## config.mk

```make
export PLATFORM = sky130hd
export DESIGN_NAME = azsc_queue
export DESIGN_NICKNAME = d
export VERILOG_FILES = /design/src/rtl/azsc_queue.sv
export SDC_FILE = /design/constraint.sdc
export NUM_CORES = 1
export LEC_CHECK = 0
export ABC_AREA = 1
export CAP_MARGIN = 20
export CORE_MARGIN = 10
export CORE_UTILIZATION = 62
export DETAILED_ROUTE_END_ITERATION = 10
export DONT_BUFFER_PORTS = 1
export PLACE_DENSITY = 0.78
export SYNTH_ARGS = -nofsm -noshare
export SYNTH_HDL_FRONTEND = slang
export SYNTH_SLANG_ARGS = --single-unit
```

## constraint.sdc

```tcl
create_clock -name clock -period 2.32 [get_ports clock]
set_clock_uncertainty 0.2 [all_clocks]
set_input_delay 0.348 -clock clock [delete_from_list [all_inputs] [get_ports clock]]
set_output_delay 0.348 -clock clock [all_outputs]
set_load 0.02 [all_outputs]
```

## src/rtl/azsc_queue.sv

```systemverilog
// ----------------------------------------------------------------------------
// azsc_queue
// two-entry fifo between classification front and reciprocal back
// ----------------------------------------------------------------------------
module azsc_queue #(
   parameter int WIDTH = 8
) (
   input  logic             clock,
   input  logic             reset,
   input  logic             wr_valid,
   output logic             wr_ready,
   input  logic [WIDTH-1:0] wr_data,
   output logic             rd_valid,
   input  logic             rd_ready,
   output logic [WIDTH-1:0] rd_data
);

   logic [WIDTH-1:0] mem_ff [2];
   logic             wp_ff, rp_ff;
   logic [1:0]       cnt_ff;
   logic             push, pop;

   assign wr_ready = cnt_ff != 2'd2;
   assign rd_valid = cnt_ff != 2'd0;
   assign rd_data = mem_ff[rp_ff];
   assign push = wr_valid && wr_ready;
   assign pop = rd_valid && rd_ready;

   always_ff @(posedge clock) begin
      if (reset) begin
         wp_ff <= 1'b0;
         rp_ff <= 1'b0;
         cnt_ff <= 2'd0;
      end else begin
         if (push) wp_ff <= !wp_ff;
         if (pop) rp_ff <= !rp_ff;
         cnt_ff <= cnt_ff + {1'b0, push} - {1'b0, pop};
      end
      if (push) mem_ff[wp_ff] <= wr_data;
   end

endmodule

```

* Yosys cells after proc, flatten, opt, wreduce, memory -nomap -nowiden
Memory sizes are Yosys's and may differ from the RTL's. A register that Yosys moved wholly into a read port is not among the register bits.
Index checks and enable logic that the tools add are counted.
** Operators by class
- Add/sub/neg operators :: 2
- Eq/ne operators :: 1
- Multiplexer cells :: 4
- Reduce and logical (&&, ||, !) cells :: 5
** Operator list (count)
- $mux W1 :: 4
- $add A2 B1 Y2 :: 1
- $logic_and A1 B1 Y1 :: 2
- $logic_not A1 Y1 :: 2
- $ne A2 B2 Y1 const B :: 1
- $reduce_bool A2 Y1 :: 1
- $sub A2 B1 Y2 :: 1
** Word-level totals
- Register bits after elaboration :: 4
- RAM bits :: 16
- Input port bits :: 12
- Output and inout port bits :: 10
- Word-level logic and storage cells :: 16
- Memories :: 1
** Memories
- mem_ff :: words 2, bits a word 8, read ports 1, clocked after Yosys merged registers in 1, wr ports 1, RTL line 18 : logic [WIDTH-1:0] mem_ff [2];

* Depth between registers and ports, before layout
Gate-level depths: netlist (run 1).
- Word-level depth :: 4
- Mapped depth :: 11

* Least setup slack after synthesis (run 1)
No wires, ideal clock.
- Path type :: flip-flop to flip-flop
- Start point :: register cnt_ff[0]
- End point :: memory mem_ff[0][0] (enable)
- Setup time :: 0.370 ns
- Arrival :: 1.007 ns
- Required time :: 1.750 ns
- Path slack :: 0.743 ns
- Stages on the path, launching flop included :: 5
- Path buffers :: 0
- Cell sequence :: dfxtp_1 -> inv_1 -> nand2_2 -> nand2_4 -> nor2_1
** Between the ends
- Longest elaborated chain between the ends :: 4
** RTL lines
- start: declaration :: RTL line 20 : logic [1:0] cnt_ff;
- start signal: assignment :: RTL line 37 : cnt_ff <= cnt_ff + {1'b0, push} - {1'b0, pop};
- $ne A2 B2 Y1 :: RTL line 23 : assign wr_ready = cnt_ff != 2'd2;
- net wr_ready :: RTL line 11 : output logic wr_ready,
- $logic_and A1 B1 Y1 :: RTL line 26 : assign push = wr_valid && wr_ready;
- $mux W1 :: RTL line 39 : if (push) mem_ff[wp_ff] <= wr_data;
- $mux W1 (not written as such) :: RTL line 39
- end: declaration :: RTL line 18
The timed path passes the listed nets, and every way through them passes these cells.

==> impl_metrics.yaml, run 1 <==
critical_path:
  rr_startpoint: "cnt_ff[0]"
  cp.required_ns: 1.77
  reg2reg_depth: 10
  path_class: "register to output port"
  r2r_slack_ns: 0.60
  worstPathMaxFanout: 8
  r2r-end: "cnt_ff[1]"
  worstPathCellList: "mux2_2"
  cp_data_arrival_time_ns: 1.30
  cp_slowest_cell: "dfxtp_1"
  critPathTopFamily: "flip-flops"
  worst_setup_path_end_kind: "output port"
  critPathLaunchType: "register"
  slowest_delay_ns: 0.55
  endpoint: "rd_data[4]"
  cp_num_buf_inv: 0
  path_depth: 1
finish:
  fillers: 79
  n_antenna_cell: 0
  fin_nets: 88
  syn_to_final_growth_pct: 16.6
  final_cells: 89
  utilization_pct: 76.0
  layout-drive-gt1-share_pct: 25.7
synth:
  ys_ff_latch: 21
  ys_seq_area_share_pct: 69.3
  syn-cell-area_um2: 838
  synth_cell_types: 16
  syn_avg_cell_area_um2: 13.7
  yosysWarnings: 0
  synth.net_count: 74
  synthCells: 61
timing:
  hold_violations: 0
  finalMaxSlewViolations: 0
  min_period_over_period_pct: 79.8
  min_period_ns: 1.85
  rsz0062_at_grt: "no"
  setup_viol: 0
  max_freq_ghz: 0.540
  relSlewSlack_pct: 67.6
  worstMarginPinSlew_ns: 0.486
  whs_ns: 0.0131
  finalSetupTns_ns: 0
clock_network:
  htree_levels: 1
  hold_buffers: 9
  cts_made_buffers: 3
  post_cts_buffers: 0
  clk_pin_slew_ns: 0.11
  cts.sinks: 21
  cts_root_buf: "clkbuf_4"
  cts_resized: 0
  cts_tree: "built"
  clockBufferDepth: 2
  clk_latency_ns: 0.30
global_routing:
  grt-ovfl-total: 0
  gr-usage-all-layers_pct: 9.30
  grt_max_degree: 13
  antenna_found_initial: 0
  grt_pass1_vias: 486
  grt_pass1_wl_um: 2310
floorplanning:
  die_area_mm2: 0.00322
  num_io_pins: 22
  coreArea_mm2: 0.00128
  start_util_pct: 65.2
  die_y_um: 56.8
  die_w_um: 56.8
  num_rows: 13
routing:
  route.vias.total: 465
  dr.pass1.iters: 4
  wl_per_cell_um: 16.9
  route.detailed.drc: 0
  routed_via_density: 5.22
  postRouteAntennaNets: 0
  drt-total-wl_um: 1510
  drtIter0Drc: 20
status:
  status: "complete, no violations"
power:
  ir_worst_vdd_uv: 701
  power_leakage_nw: 0.368
  power_mw: 1.06
  power_density_mw_per_mm2: 1080
placement:
  hpwl_um: 1020
  port_buffers: 0
  gp_congestion: 0.676
  place_inst: 76
min_path:
  hold_class: "input port to register"
flow_run:
  cap_violations: 0
==> worst min path at each step <==
stage	startpoint	endpoint	slack (ns)	cells after the start
6_report	reset	cnt_ff[1]	0.01	3
3_5_place_dp	reset	wp_ff	0.22	1
2_1_floorplan	reset	wp_ff	0.22	1
4_1_cts	reset	cnt_ff[1]	0.002	3
5_1_grt	reset	cnt_ff[1]	0.02	3
3_3_place_gp	reset	wp_ff	0.22	1
==> power breakdown <==
group	switching, mW	internal [mW]	leakage [nW]	total [mW]
combinational	0.231	0.126	0.159	0.356
sequential	0.0502	0.483	0.191	0.534
clock	0.104	0.0642	0.0177	0.169
total	0.385	0.673	0.368	1.06
==> synthesized netlist by cell type (all sizes together) <==
master	count	share of area [%]
edfxtp	16	57
nor2	9	5.5
inv	8	3.6
mux2	8	11
nand2	8	4.8
dfxtp	5	12
a21oi	2	1.2
buf	1	0.60
ha	1	1.5
nand3	1	0.60
nor3	1	1.2
xnor2	1	1.0
==> flip-flops by register name, indices dropped and copies added, names as in the netlist, named ones only <==
name,flops
cnt_ff,2
rp_ff,1
mem_ff,16
wp_ff,1
==> metrics by stage <==
stage               instance area [um2]  setup WS, ns
global placement                    860         0.688
floorplan                           838         0.743
finish                              977         0.470
global route                        977         0.415
detailed placement                  860         0.632
CTS                                 977         0.445
==> final cells by class <==
type | count | area [um2] | share of cell area (%)
repair buffers | 10 | 97.6 | 9.99
clock inverters | 1 | 5.00 | 0.512
multi-input cells | 31 | 223 | 22.8
clock buffers | 3 | 22.5 | 2.30
well taps | 15 | 18.8 | 1.92
inverters | 8 | 30.0 | 3.07
flip-flops and latches | 21 | 581 | 59.4
==> tightest hold or removal path: stages <==
cell     delay (ns)
inv_1          0.03
nand2_1        0.06
nor2_1         0.03
==> metal layers <==
metal / part of all wire, % / wire length [um] / track usage [%]
met1: 40 / 598 / 9.00
met4: 0.80 / 12 / 5.03
met3: 7.5 / 113 / 3.60
met2: 52 / 784 / 16.5
met5: 0 / 0 / 0
==> layout by cell type (no fill, tap or decap), types with 2 or more instances in the layout <==
master          n
inv_1           8
mux2_2          8
clkbuf_4        3
a21oi_1         2
nor2_1          6
nor2_2          2
nand2_1         6
edfxtp_1       16
dlygate4sd3_1   9
dfxtp_1         5
==> logic make-up after synthesis <==
logic type                 count (synthesis)  synth area share [%]
buffers and inverters                      9                  4.18
DFF                                       21                  69.3
and+or+nand+nor                           19                  12.1
AOI/OAI and AO/OA                          2                  1.19
muxes                                      8                  10.7
adders and majority gates                  1                  1.49
xor gates and xnor gates                   1                  1.04
Power figures use the tool's default switching activity.
==> inputs of run 2 (changes only) <==
Settings changed: CORE_UTILIZATION 62 to 58, PLACE_DENSITY 0.78 to 0.74.
Clock period 2.32 ns to 1.9 ns, I/O delays scaled along.
==> impl_metrics.yaml, run 2 (synthesized netlist as in run 1, its figures left out) <==
finish:
  reg.largest.list: "mem_ff x16, cnt_ff x2"
  top_register: "mem_ff"
  layout-drive-gt1-share_pct: 24.3
  largest_reg_flops: 16
  fillers: 85
  mostFrequentLayoutCell: "edfxtp_1"
  fin_nets: 88
  multi_input_area_um2: 223
  n_antenna_cell: 0
  regArea_um2: 581
  post-route-cell-area_um2: 976
  final_cell_mix: "edfxtp_1, dlygate4sd3_1, inv_1, mux2_2"
  syn_to_final_growth_pct: 16.4
clock_network:
  clockBufferDepth: 2
  cts.sinks: 21
  htree_levels: 1
  hold_buffers: 9
  cts_resized: 0
  clk_pin_slew_ns: 0.10
  cts_made_buffers: 3
  cts_root_buf: "clkbuf_4"
  post_cts_buffers: 0
  cts_tree: "built"
  clk_latency_ns: 0.29
global_routing:
  grt_max_degree: 12
  gr-usage-all-layers_pct: 8.84
  grt_pass1_wl_um: 2320
  grt_pass1_vias: 477
  grt-ovfl-total: 0
  antenna_found_initial: 0
routing:
  postRouteAntennaNets: 0
  wl_per_cell_um: 16.1
  route.detailed.drc: 0
  dr.pass1.iters: 3
  drt-total-wl_um: 1440
  drtIter0Drc: 15
  route.vias.total: 476
  routed_via_density: 5.35
power:
  ir_worst_vdd_uv: 828
  power_density_mw_per_mm2: 1320
  power_leakage_nw: 0.365
timing:
  max_freq_ghz: 0.564
  finalSetupTns_ns: 0
  finalMaxSlewViolations: 0
  worstMarginPinSlew_ns: 0.495
  setup_viol: 0
  hold_violations: 0
  relSlewSlack_pct: 67.0
  min_period_ns: 1.77
  min_period_over_period_pct: 93.3
  rsz0062_at_grt: "no"
flow_run:
  cap_violations: 0
critical_path:
  critPathTopFamily: "flip-flops"
  reg2reg_depth: 10
  cp_data_arrival_time_ns: 1.29
  endpoint: "rd_data[5]"
  cp_num_buf_inv: 0
  worstPathCellList: "mux2_2"
  path_class: "register to output port"
  rr_startpoint: "cnt_ff[0]"
  cp.required_ns: 1.41
  r2r_slack_ns: 0.19
  r2r-end: "cnt_ff[1]"
  cp_slowest_cell: "dfxtp_1"
  critPathLaunchType: "register"
  slowest_delay_ns: 0.55
  path_depth: 1
  worst_setup_path_end_kind: "output port"
  worstPathMaxFanout: 8
placement:
  port_buffers: 0
  placed_cell_area_um2: 860
  hpwl_um: 1040
  gp_congestion: 0.686
floorplanning:
  num_rows: 13
  start_util_pct: 62.9
  die_w_um: 58.0
  num_io_pins: 22
  die_area_mm2: 0.00337
  coreArea_mm2: 0.00133
  die_y_um: 58.0
status:
  status: "complete, no violations"
min_path:
  hold_class: "input port to register"
  hp-start: "wr_valid"
==> run 2: cell types whose count changed in the layout (fill, tap and decap cells not counted) <==
cell      change
clkinv_2      -1
clkbuf_1      +1
==> run 2: stage by stage <==
step                      hold slack, ns  total power, mW  worst slack [ns]  utilization (%)  cells
final                            0.00325             1.29             0.128             73.2     89
after global routing             0.00448             1.38            0.0310             73.2     89
after CTS                        0.00135             1.29             0.127             73.2     89
after detailed placement           0.158             1.09             0.197             64.4     76
after global placement             0.158             1.07             0.240             64.4     76
after floorplan                    0.155             1.01             0.323                -     61
==> run 2: worst min path at each step <==
stage	endpoint	cells after the start	slack [ns]
after global routing	wp_ff	2	0.004
after CTS	wp_ff	2	0.001
after detailed placement	wp_ff	1	0.16
final	wp_ff	2	0.003
after floorplan	wp_ff	1	0.15
after global placement	cnt_ff[0]	1	0.16
==> run 2: routing by layer <==
| metal | global-route usage, % | routed length (um) |
|---|---|---|
| met1 | 10.3 | 626 |
| met2 | 14.3 | 687 |
| met3 | 4.36 | 112 |
| met4 | 2.01 | 10 |
| met5 | 0 | 0 |
==> run 2: layout make-up <==
| cell class | count | share of cell area, % |
|---|---|---|
| Sequential cell | 21 | 59.5 |
| Multi-Input combinational cell | 31 | 22.8 |
| Timing Repair Buffer | 10 | 10.0 |
| Inverter | 8 | 3.08 |
| Clock buffer | 4 | 2.69 |
| Tap cell | 15 | 1.92 |
==> run 2: power by group <==
group | switching (mW) | leakage (nW) | internal [mW] | total [mW]
Combinational | 0.284 | 0.159 | 0.154 | 0.438
Sequential | 0.0606 | 0.191 | 0.590 | 0.651
Clock | 0.119 | 0.0150 | 0.0814 | 0.201
==> inputs of run 3 (changes only) <==
Settings changed: PLACE_DENSITY 0.74 to 0.77.
==> impl_metrics.yaml, run 3 (synthesized netlist as in run 1, its figures left out) <==
finish:
  reg.largest.list: "mem_ff x16, cnt_ff x2"
  layout-drive-gt1-share_pct: 26.3
  utilization_pct: 75.0
  n_antenna_cell: 0
  top_register: "mem_ff"
  final_cell_mix: "edfxtp_1, dlygate4sd3_1, inv_1, mux2_2"
  largest_reg_flops: 16
  syn_to_final_growth_pct: 19.3
  fin_nets: 90
  mostFrequentLayoutCell: "edfxtp_1"
clock_network:
  clockBufferDepth: 2
  cts.sinks: 21
  clk_latency_ns: 0.31
  cts_tree: "built"
  clk_pin_slew_ns: 0.11
  htree_levels: 1
  cts_root_buf: "clkbuf_4"
  cts_made_buffers: 3
global_routing:
  use_met1_pct: 10.4
  grt_max_degree: 12
  met2_usage_pct: 17.2
  grt_pass1_wl_um: 2600
  gr-usage-met3_pct: 3.92
  top_usage_layer: "met2"
  grt-ovfl-total: 0
  antenna_found_initial: 0
  gr-usage-all-layers_pct: 9.92
  grt_pass1_vias: 544
floorplanning:
  die_area_mm2: 0.00337
  num_io_pins: 22
  die_y_um: 58.0
  num_rows: 13
  coreArea_mm2: 0.00133
  die_w_um: 58.0
  start_util_pct: 62.9
timing:
  min_period_ns: 1.78
  worstMarginPinSlew_ns: 0.341
  max_freq_ghz: 0.563
  setup_viol: 0
  finalSetupTns_ns: 0
  rsz0062_at_grt: "no"
  finalMaxSlewViolations: 0
  min_period_over_period_pct: 93.5
  relSlewSlack_pct: 77.2
  hold_violations: 0
routing:
  route.vias.total: 467
  dr.pass1.iters: 4
  wl_per_cell_um: 16.7
  drt-total-wl_um: 1520
  postRouteAntennaNets: 0
  drtIter0Drc: 5
  route.detailed.drc: 0
  routed_via_density: 5.13
critical_path:
  cp_data_arrival_time_ns: 1.29
  slowest_delay_ns: 0.54
  path_class: "register to output port"
  worst_setup_path_end_kind: "output port"
  worstPathMaxFanout: 8
  critPathTopFamily: "flip-flops"
  cp.required_ns: 1.41
  critPathLaunchType: "register"
  cp_slowest_cell: "dfxtp_1"
  worstPathCellList: "mux2_2"
  cp_num_buf_inv: 0
placement:
  port_buffers: 0
  gp_congestion: 0.688
  hpwl_um: 1130
power:
  power_leakage_nw: 0.379
  ir_worst_vdd_uv: 980
  power_density_mw_per_mm2: 1320
min_path:
  hold_class: "input port to register"
status:
  status: "complete, no violations"
flow_run:
  cap_violations: 0
[run 3: cell types whose count changed in the layout (fill, tap and decap cells not counted)]
cell | previous run | this run
dlygate4sd3_1 | 9 | 10
dfxtp_1 | 5 | 4
buf_4 | 1 | 2
nand2_4 | 1 | 2
dfxtp_2 | 0 | 1
nand2_2 | 1 | 0
[run 3: per-stage QoR]
step / cell area, um2 / setup WS [ns] / total power, mW / hold WS (ns) / instances
6_report: 1000 / 0.124 / 1.32 / 0.0454 / 91
3_5_place_dp: 867 / 0.176 / 1.09 / 0.160 / 77
2_1_floorplan: 838 / 0.323 / 1.01 / 0.155 / 61
5_1_grt: 1000 / 0.0477 / 1.40 / 0.0843 / 91
4_1_cts: 993 / 0.111 / 1.31 / 0.0542 / 91
3_3_place_gp: 867 / 0.286 / 1.07 / 0.156 / 77
[run 3: layout make-up]
| type | count | area [um2] |
|---|---|---|
| Sequential cell | 21 | 582 |
| Fill cell | 82 | 334 |
| Multi-Input combinational cell | 31 | 228 |
| Timing Repair Buffer | 12 | 115 |
| Inverter | 8 | 30.0 |
| Clock buffer | 4 | 26.3 |
| Tap cell | 15 | 18.8 |
[run 3: final timing paths]
path / startpoint / endpoint / slack [ns] / cells after the start
worst max-delay path: register / rd_data[1] / 0.12 / 1
worst min-delay path: wr_valid / cnt_ff[1] / 0.05 / 3
worst max register to register: cnt_ff[0] / cnt_ff[1] / 0.19 / 10
worst min register to register: rp_ff / register / 0.34 / 2
[run 3: report_power, final]
group / internal [mW] / total (mW) / switching, mW
clock: 0.0821 / 0.212 / 0.130
combinational: 0.162 / 0.452 / 0.290
sequential: 0.592 / 0.657 / 0.0646
[run 3: routing by layer]
| metal | part of all wire [%] | vias to the layer above |
|---|---|---|
| met2 | 53 | 17 |
| met3 | 7.1 | 3 |
| met1 | 39 | 213 |
| met4 | 1.4 | 0 |
| li1 | - | 234 |
| met5 | 0 | - |
[run 3: worst reg2reg max path, stage by stage (launching register included)]
cell     delay (ns)
dfxtp_1        0.39
inv_1          0.09
nand2_4        0.12
nand2_4        0.08
xnor2_1        0.18
ha_1           0.19
inv_1          0.05
nand2_1        0.05
nand2_1        0.07
a21oi_1        0.14
nor2_1         0.06
[run 3: what timing repair did]
action / CTS / global route
hold buffers: 10 / 0
resized for setup: 0 / 2
setup buffers: 0 / 0
endpoints found under the setup margin: 0 / 1
endpoints found under the hold margin: 21 / 0
